===== src/rtl/lzwe_pkg.sv =====
// shared types and constants for the lzw variable width encoder
// no dependencies; imported by the front, back and top modules
package lzwe_pkg;

   localparam int MAX_WIDTH_DEF  = 12;
   localparam int HASH_SLOTS_DEF = 8192;
   localparam int START_WIDTH    = 9;
   localparam int EPOCH_W        = 8;
   localparam int CMD_DEPTH      = 2;
   localparam int RSP_DEPTH      = 4;

   localparam logic [11:0] CLR_CODE   = 12'd256;
   localparam logic [11:0] EOI_CODE   = 12'd257;
   localparam int          FIRST_FREE = 258;

   typedef struct packed {
      logic [7:0] data_byte;
      logic       first_byte;
      logic       last_byte;
   } req_type;

   typedef struct packed {
      logic [11:0] code;
      logic [3:0]  code_width;
      logic        run_end;
   } rsp_type;

   typedef enum logic {
      CMD_START,
      CMD_CONT
   } cmd_kind_type;

   typedef struct packed {
      cmd_kind_type kind;
      logic         last;
      logic [7:0]   data;
   } cmd_type;

   typedef enum logic [3:0] {
      ST_SWEEP,
      ST_IDLE,
      ST_HASH_MUL,
      ST_HASH_RED,
      ST_READ,
      ST_CHECK,
      ST_EMIT_START,
      ST_EMIT_MISS,
      ST_EMIT_WRAP,
      ST_EMIT_FLUSH,
      ST_EMIT_EOI
   } back_state_type;

endpackage


===== src/rtl/lzwe_fifo.sv =====
// small register queue used between the front and back, and on the result side
// no dependencies; depth must be a power of two
module lzwe_fifo #(
   parameter int WIDTH = 8,
   parameter int DEPTH = 2
) (
   input  logic             clock,
   input  logic             reset,
   input  logic             push,
   input  logic [WIDTH-1:0] push_data,
   output logic             full,
   input  logic             pop,
   output logic [WIDTH-1:0] pop_data,
   output logic             empty
);

   localparam int PW = $clog2(DEPTH);
   localparam int CW = $clog2(DEPTH + 1);

   logic [WIDTH-1:0] mem_ff [DEPTH];
   logic [PW-1:0]    wr_ptr_ff, wr_ptr_in;
   logic [PW-1:0]    rd_ptr_ff, rd_ptr_in;
   logic [CW-1:0]    count_ff, count_in;
   logic             do_push, do_pop;

   assign full     = (count_ff == CW'(DEPTH));
   assign empty    = (count_ff == '0);
   assign do_push  = push && !full;
   assign do_pop   = pop && !empty;
   assign pop_data = mem_ff[rd_ptr_ff];

   always_comb begin
      wr_ptr_in = do_push ? wr_ptr_ff + PW'(1) : wr_ptr_ff;
      rd_ptr_in = do_pop ? rd_ptr_ff + PW'(1) : rd_ptr_ff;
      count_in  = count_ff;
      if (do_push && !do_pop) begin
         count_in = count_ff + CW'(1);
      end else if (do_pop && !do_push) begin
         count_in = count_ff - CW'(1);
      end
   end

   always_ff @(posedge clock) begin
      if (reset) begin
         wr_ptr_ff <= '0;
         rd_ptr_ff <= '0;
         count_ff  <= '0;
      end else begin
         wr_ptr_ff <= wr_ptr_in;
         rd_ptr_ff <= rd_ptr_in;
         count_ff  <= count_in;
      end
   end

   always_ff @(posedge clock) begin
      if (do_push) begin
         mem_ff[wr_ptr_ff] <= push_data;
      end
   end

endmodule


===== src/rtl/lzwe_front.sv =====
// front end: takes input items, classifies them into commands, queues them
// depends on lzwe_pkg and lzwe_fifo
module lzwe_front (
   input  logic              clock,
   input  logic              reset,
   input  logic              req_valid,
   output logic              req_stall,
   input  lzwe_pkg::req_type req_data,
   output logic              cmd_valid,
   input  logic              cmd_pop,
   output lzwe_pkg::cmd_type cmd_data
);
   import lzwe_pkg::*;

   cmd_type cmd_new;
   logic    q_full, q_empty;

   always_comb begin
      cmd_new.kind = req_data.first_byte ? CMD_START : CMD_CONT;
      cmd_new.last = req_data.last_byte;
      cmd_new.data = req_data.data_byte;
   end

   lzwe_fifo #(
      .WIDTH ($bits(cmd_type)),
      .DEPTH (CMD_DEPTH)
   ) u_cmd_q (
      .clock     (clock),
      .reset     (reset),
      .push      (req_valid),
      .push_data (cmd_new),
      .full      (q_full),
      .pop       (cmd_pop),
      .pop_data  (cmd_data),
      .empty     (q_empty)
   );

   assign req_stall = q_full;
   assign cmd_valid = !q_empty;

endmodule


===== config.mk =====
export PLATFORM = sky130hd
export DESIGN_NAME = lzwe_front
export DESIGN_NICKNAME = d
export VERILOG_FILES = /design/src/rtl/lzwe_pkg.sv /design/src/rtl/lzwe_fifo.sv /design/src/rtl/lzwe_front.sv
export SDC_FILE = /design/constraint.sdc
export NUM_CORES = 1
export LEC_CHECK = 0
export BUFFER_PORTS_ARGS = -buffer_cell sky130_fd_sc_hd__clkbuf_2
export CAP_MARGIN = 20
export CORE_MARGIN = 1.5
export CORE_UTILIZATION = 25
export DETAILED_ROUTE_END_ITERATION = 12
export PLACE_DENSITY_LB_ADDON = 0.15
export SYNTH_ARGS = -nofsm -noshare
export SYNTH_HDL_FRONTEND = slang
export SYNTH_HIERARCHICAL = 1
export SYNTH_SLANG_ARGS = --single-unit

===== constraint.sdc =====
create_clock -name clock -period 1.5 [get_ports clock]
set_clock_uncertainty 0.15 [all_clocks]
set_input_delay 0.075 -clock clock [delete_from_list [all_inputs] [get_ports clock]]
set_output_delay 0.075 -clock clock [all_outputs]
set_load 0.01 [all_outputs]

==> results of run 1 <==
==> kinds of logic (layout without fill, tap and decap cells) <==
| kind of cell | count (synthesis) | after routing |
|---|---|---|
| multiplexers | 10 | 10 |
| XOR/XNOR | 3 | 3 |
| AND/OR/NAND/NOR | 9 | 9 |
| flip-flops | 25 | 25 |
| adder cells (fa/ha/maj) | 1 | 1 |
| buffers and inverters | 5 | 58 |
| AO/OA/AOI/OAI | 5 | 5 |
==> timing repair <==
item | 4_1_cts | 5_1_grt
endpoints found under the setup margin | 9 | 20
hold buffers | 10 | 1
pin swaps | 2 | 1
endpoints found under the hold margin | 25 | 5
gates resized for setup | 4 | 2
setup buffers | 1 | 2
==> routing by layer <==
metal | up-vias | GRT usage (%) | share of wire, %
met2 | 19 | 12.76 | 46
li1 | 316 | - | -
met5 | - | 0 | 0
met4 | 0 | 1.596 | 0
met1 | 275 | 11.19 | 47
met3 | 0 | 3.646 | 6.7
==> cell usage in the layout, fill, tap and decap left out <==
cell type and instances:
dfxtp_4 1, a21oi_2 1, inv_1 3, nor2_1 4, o21ai_0 2, o21ai_1 1
nor2b_4 1, xor2_1 3, dlygate4sd3_1 11, nor2_2 1, dfxtp_1 2, inv_2 1
and2_1 1, or3_1 2, a21oi_1 1, clkinvlp_4 1, ha_2 1, clkbuf_8 3
dfxtp_2 2, buf_4 14, clkbuf_2 25, edfxtp_1 20, mux2_2 10
==> where the power goes <==
| part | internal [W] | total [W] | switching, W |
|---|---|---|---|
| Sequential | 0.000892 | 0.000941 | 0.0000485 |
| Combinational | 0.000450 | 0.000808 | 0.000358 |
| Clock | 0.000188 | 0.000394 | 0.000206 |
| Total | 0.00153 | 0.00214 | 0.000613 |
==> how the worst max path moves through the flow <==
| stage | start | slack (ns) | to | depth (start not counted) |
|---|---|---|---|---|
| 2_1_floorplan | u_cmd_q/count_ff[1] | -0.04 | u_cmd_q/count_ff[1] | 5 |
| 3_3_place_gp | u_cmd_q/count_ff[1] | 0.02 | u_cmd_q/count_ff[1] | 6 |
| 3_5_place_dp | u_cmd_q/count_ff[1] | -0.04 | u_cmd_q/count_ff[1] | 5 |
| 4_1_cts | u_cmd_q/count_ff[1] | -0.04 | u_cmd_q/count_ff[1] | 5 |
| 5_1_grt | u_cmd_q/count_ff[0] | -0.11 | u_cmd_q/count_ff[1] | 5 |
| 6_report | u_cmd_q/count_ff[1] | -0.04 | u_cmd_q/count_ff[1] | 5 |
==> registers in the layout, summed over array words and instances (netlist names), named ones only <==
signal	flops
u_cmd_q/count_ff	2
u_cmd_q/mem_ff	20
u_cmd_q/rd_ptr_ff	1
u_cmd_q/wr_ptr_ff	1
==> through the flow <==
step | area (um^2) | cells | worst slack, ns | power [W] | util (%)
floorplan | 950.9 | 58 | -0.04148 | 0.001349 | -
global placement | 1214 | 141 | 0.01821 | 0.001676 | 33.40
detailed placement | 1214 | 141 | -0.04410 | 0.001685 | 33.40
CTS | 1379 | 156 | -0.03990 | 0.002133 | 37.95
global route | 1408 | 159 | -0.1098 | 0.002284 | 38.74
finish | 1408 | 159 | -0.03612 | 0.002143 | 38.74
==> layout make-up <==
type | instances | area share, %
flip-flops and latches | 25 | 50.22
repair buffers | 50 | 24.18
multi-input cells | 28 | 16.80
well taps | 48 | 4.267
clock buffers | 3 | 2.933
inverters | 4 | 1.067
clock inverters | 1 | 0.5333
==> worst register-to-register path: stages (launching register included) <==
cell	delay, ns
dfxtp_2	0.33
nor2b_4	0.13
nor2_2	0.09
ha_2	0.28
or3_1	0.37
a21oi_2	0.12
==> flow_summary.ini, run 1 <==
[run_status]
status = finished with violations
violations = negative setup slack

[setup_path]
crit_path_top_delay_cell = or3_1
startpoint_type = register
max_stage_delay_ns = 0.37
crit_family = simple AND/OR/NAND/NOR gates
rrSetupSlack_ns = -0.04
ff2ff_path_depth = 5
path_buf_inv = 0
crit_fanout = 4
reg2reg_from = u_cmd_q/count_ff[1]
crit_chain = nor2b_4 -> nor2_2 -> ha_2 -> or3_1 -> a21oi_2
worstPathArrival_ns = 1.58
r2r-end = u_cmd_q/count_ff[1]
crit_required_ns = 1.55
worstSetupEndpointType = register
worst-setup-path-type = register to register

[placement]
dp_hpwl_mm = 1.190
port-buffer-count = 25
routabilityCongestion = 0.6733

[floorplanning]
die_x_um = 64.43
die-height_um = 64.43
start_util_pct = 25.96
dieArea_um2 = 4151
std_cell_rows = 22
coreArea_um2 = 3633
io_pins = 26

[timing]
setup-tns-final_ns = -0.03612
setup_viol = 1
drv_slew = 0
rsz0062_at_grt = true
maxSlewHeadroom_pct = 85.04
fmax_mhz = 651.0
period_minus_slack_ns = 1.536
worst_pin_slew_ns = 0.2221
period_share_pct = 102.4
setup_ws_ns = -0.03612
hold_violations = 0
whs_ns = 0.05671

[yosys]
synth_async_sr_flop_share_pct = 0
yosys.area_share.simple_pct = 4.907
yosysWarnings = 6
synth_adder_area_share_pct = 1.326
ys.flop_type = edfxtp_1
syn-instance-count = 58
synth_edf_count = 20
yosysSeqAreaShare_pct = 74.27
synth_xor_area_share_pct = 2.785
avgSynthCellArea_um2 = 16.27
yosys-mux-area-fraction_pct = 11.94
synthTopCellsByArea = edfxtp_1 64%, mux2_2 12%, dfxtp_1 11%, xor2_1 2.8%, nor2_1 2.0%
yosysUniqueCellTypes = 13
synth_top_family_by_area = multiplexers
yosysTopAreaCellShare_pct = 63.66
yosysTopAreaCell = edfxtp_1
synth_commonest_cells = 20 x edfxtp_1, 10 x mux2_2, 5 x dfxtp_1, 5 x nor2_1, 4 x inv_1
syn_area_um2 = 943.4
yosysMostFrequentCell = edfxtp_1
synth_compound_area_share_pct = 2.653
synth_seq_cells = 25
synth.net_count = 73

[clock_network]
cts_tree = yes
numCtsBuffers = 3
htreeDepth = 1
numClockSinks = 25
root_buffer = clkbuf_8
clockBufferDepth = 2
clk_pin_slew_ns = 0.09
insertion_delay_ns = 0.27

[job]
maxCapViolCount = 0

[final_layout]
drive_gt1_share_pct = 54.95
n_antenna_cell = 0
seqCellArea_um2 = 706.9
multi_input_area_um2 = 236.5
n_fill_cell = 370
area.growth.synth_to_final_pct = 49.20
nets = 127

[routing]
wl_per_cell_um = 10.26
ant_nets = 0
drt-total-wl_mm = 1.631
drtIter0Drc = 10
first_pass_iters = 4
via_per_inst = 3.836
vias = 610
post-route-drc-count = 0

[worst_hold_path]
worstHoldPathCells = 4
hp-start = req_valid
hold_class = input pin to register
worst_hold_path.endpoint = u_cmd_q/wr_ptr_ff

[power]
irDropWorstVdd_mv = 0.8101
power.density_nw_per_um2 = 1522
p_leak_nw = 0.5799

[global_route]
track_usage_pct = 8.377
grt_pass1_vias = 583
grt_pass1_wl_mm = 2.587
antenna_found_initial = 0
grt_overflow_total = 0
grt_max_degree = 16
Power figures use the tool's default switching activity.
==> inputs of run 2 (changes only) <==
--- a/config.mk
+++ b/config.mk
@@ -10,7 +10,8 @@
 export CORE_MARGIN = 1.5
 export CORE_UTILIZATION = 25
 export DETAILED_ROUTE_END_ITERATION = 12
-export PLACE_DENSITY_LB_ADDON = 0.15
+export GPL_TIMING_DRIVEN = 0
+export PLACE_DENSITY = 0.44
 export SYNTH_ARGS = -nofsm -noshare
 export SYNTH_HDL_FRONTEND = slang
 export SYNTH_HIERARCHICAL = 1
==> run 2 against run 1 <==
Against the previous run:
- the run still ends with negative setup slack left
- flip-flop and latch count is the same
- sequential share of layout area up 1.8 points
- via count down 2.5%
- first-iteration DRC count increased by 40%
- worst setup slack got worse by 0.015 ns
- non-clock buffer count shrank 10
- wire length shrank 5.2%
- cell area fell by 4.0%
- final cell count fell by 5.7%
- sequential power grew 0.6%
- worst hold slack worse by 0.033 ns
- power decreased by 4.9%
- critical path type unchanged
- critical endpoint unchanged
- largest power group unchanged
- highest routed layer unchanged
==> flow_summary.ini, run 2 (same netlist as run 1, synthesis figures left out) <==
[timing]
hold_violations = 0
fmax_mhz = 644.9
rsz0062_at_grt = true
setup_viol = 11
setup-tns-final_ns = -0.2056
setup_ws_ns = -0.05070
period_share_pct = 103.4
drv_slew = 0
worst_pin_slew_ns = 0.2715
period_minus_slack_ns = 1.551
maxSlewHeadroom_pct = 81.90

[floorplanning]
die_x_um = 64.43
die-height_um = 64.43
start_util_pct = 25.96
std_cell_rows = 22
dieArea_um2 = 4151
coreArea_um2 = 3633
io_pins = 26

[final_layout]
final_common_cell = clkbuf_2
n_antenna_cell = 0
drive_gt1_share_pct = 50.00
nets = 118
reg.largest.list = u_cmd_q/mem_ff (20), u_cmd_q/count_ff (2)
final_cell_mix = 25 x clkbuf_2, 20 x edfxtp_1, 11 x dlygate4sd3_1
n_fill_cell = 375
largest_reg_flops = 20
final_area_um2 = 1351
area.growth.synth_to_final_pct = 43.24
postLayoutCoreUtil_pct = 37.19
seqCellArea_um2 = 703.2
multi_input_area_um2 = 247.7
top_register = u_cmd_q/mem_ff

[routing]
post-route-drc-count = 0
vias = 595
wl_per_cell_um = 10.31
first_pass_iters = 4
drt-total-wl_mm = 1.546
via_per_inst = 3.967
drtIter0Drc = 14
ant_nets = 0

[placement]
pre_cts_ws_ns = -0.1595
port-buffer-count = 25
dp_hpwl_um = 991.2
postPlaceCellArea_um2 = 1136
routabilityCongestion = 0.5738

[clock_network]
numCtsBuffers = 3
insertion_delay_ns = 0.26
clk_pin_slew_ns = 0.08
numClockSinks = 25
htreeDepth = 1
clockBufferDepth = 2
cts_tree = yes
root_buffer = clkbuf_8

[setup_path]
crit_path_top_delay_cell = dfxtp_2
crit_chain = nor2b_4 -> nor2_2 -> ha_4 -> xor2_1 -> or3_1 -> a21oi_1
max_stage_delay_ns = 0.36
worstSetupEndpointType = register
crit_family = simple AND/OR/NAND/NOR gates
startpoint_type = register
worstPathArrival_ns = 1.59
crit_fanout = 4
worst-setup-path-type = register to register
crit_required_ns = 1.54
path_buf_inv = 0

[global_route]
grt_overflow_total = 0
grt_pass1_wl_mm = 2.587
grt_max_degree = 14
track_usage_pct = 8.178
grt_pass1_vias = 578
antenna_found_initial = 0

[power]
irDropWorstVdd_mv = 0.6541
p_leak_nw = 0.5283
power.density_nw_per_um2 = 1508
finalPower_w = 0.002038

[job]
maxCapViolCount = 0

[run_status]
status = finished with violations
violations = negative setup slack

[worst_hold_path]
hold_class = input pin to register
[run 2: cell types whose count changed in the layout (fill, tap and decap cells not counted), sizes merged]
cell      delta
buf         -10
clkinvlp     +1
clkbuf       +1
inv          -1
[run 2: routing by layer]
| metal | up-vias | GRT usage, % | routed length [um] |
|---|---|---|---|
| met4 | 0 | 3.191 | 0 |
| met2 | 16 | 13.41 | 751 |
| li1 | 296 | - | - |
| met1 | 283 | 10.69 | 726 |
| met5 | - | 0 | 0 |
| met3 | 0 | 1.563 | 68 |
[run 2: final cells by class]
| class | count | area share [%] |
|---|---|---|
| plain buffers | 1 | 0.8333 |
| clock buffers | 4 | 3.333 |
| inverters | 4 | 1.389 |
| multi-input cells | 28 | 18.33 |
| flip-flops and latches | 25 | 52.04 |
| well taps | 48 | 4.444 |
| repair buffers | 39 | 19.07 |
| repair inverters | 1 | 0.5556 |
[run 2: final timing paths]
| kind | startpoint | end | slack [ns] | depth (start not counted) |
|---|---|---|---|---|
| max | u_cmd_q/count_ff[1] | u_cmd_q/count_ff[1] | -0.05 | 6 |
| min reg2reg | u_cmd_q/wr_ptr_ff | u_cmd_q/wr_ptr_ff | 0.35 | 2 |
| min | cmd_pop | register | 0.02 | 4 |
| max reg2reg | u_cmd_q/count_ff[1] | u_cmd_q/count_ff[1] | -0.05 | 6 |
[run 2: stage by stage]
stage          hold slack [ns]  std cells
2_1_floorplan         -0.01335         58
5_1_grt                0.04768        150
4_1_cts              -0.003233        150
3_3_place_gp            0.1169        131
3_5_place_dp            0.1200        131
6_report               0.02385        150
[run 2: worst min-delay path, cell delays in order]
cell and delay (ns):
clkbuf_2 0.09, o21ai_2 0.08, xor2_1 0.08, nor2_1 0.07
[run 2: repair_timing]
action | CTS | global route
hold buffers | 11 | 0
pin swaps | 3 | 1
setup endpoints to repair | 31 | 22
setup buffers | 3 | 0
gates resized for setup | 7 | 2
endpoints found under the hold margin | 25 | 0
gates cloned | 1 | 0
[run 2: power by group]
group | internal (W) | switching, W
clock | 0.000189 | 0.000186
sequential | 0.000887 | 0.0000598
combinational | 0.000373 | 0.000342
total | 0.00145 | 0.000588
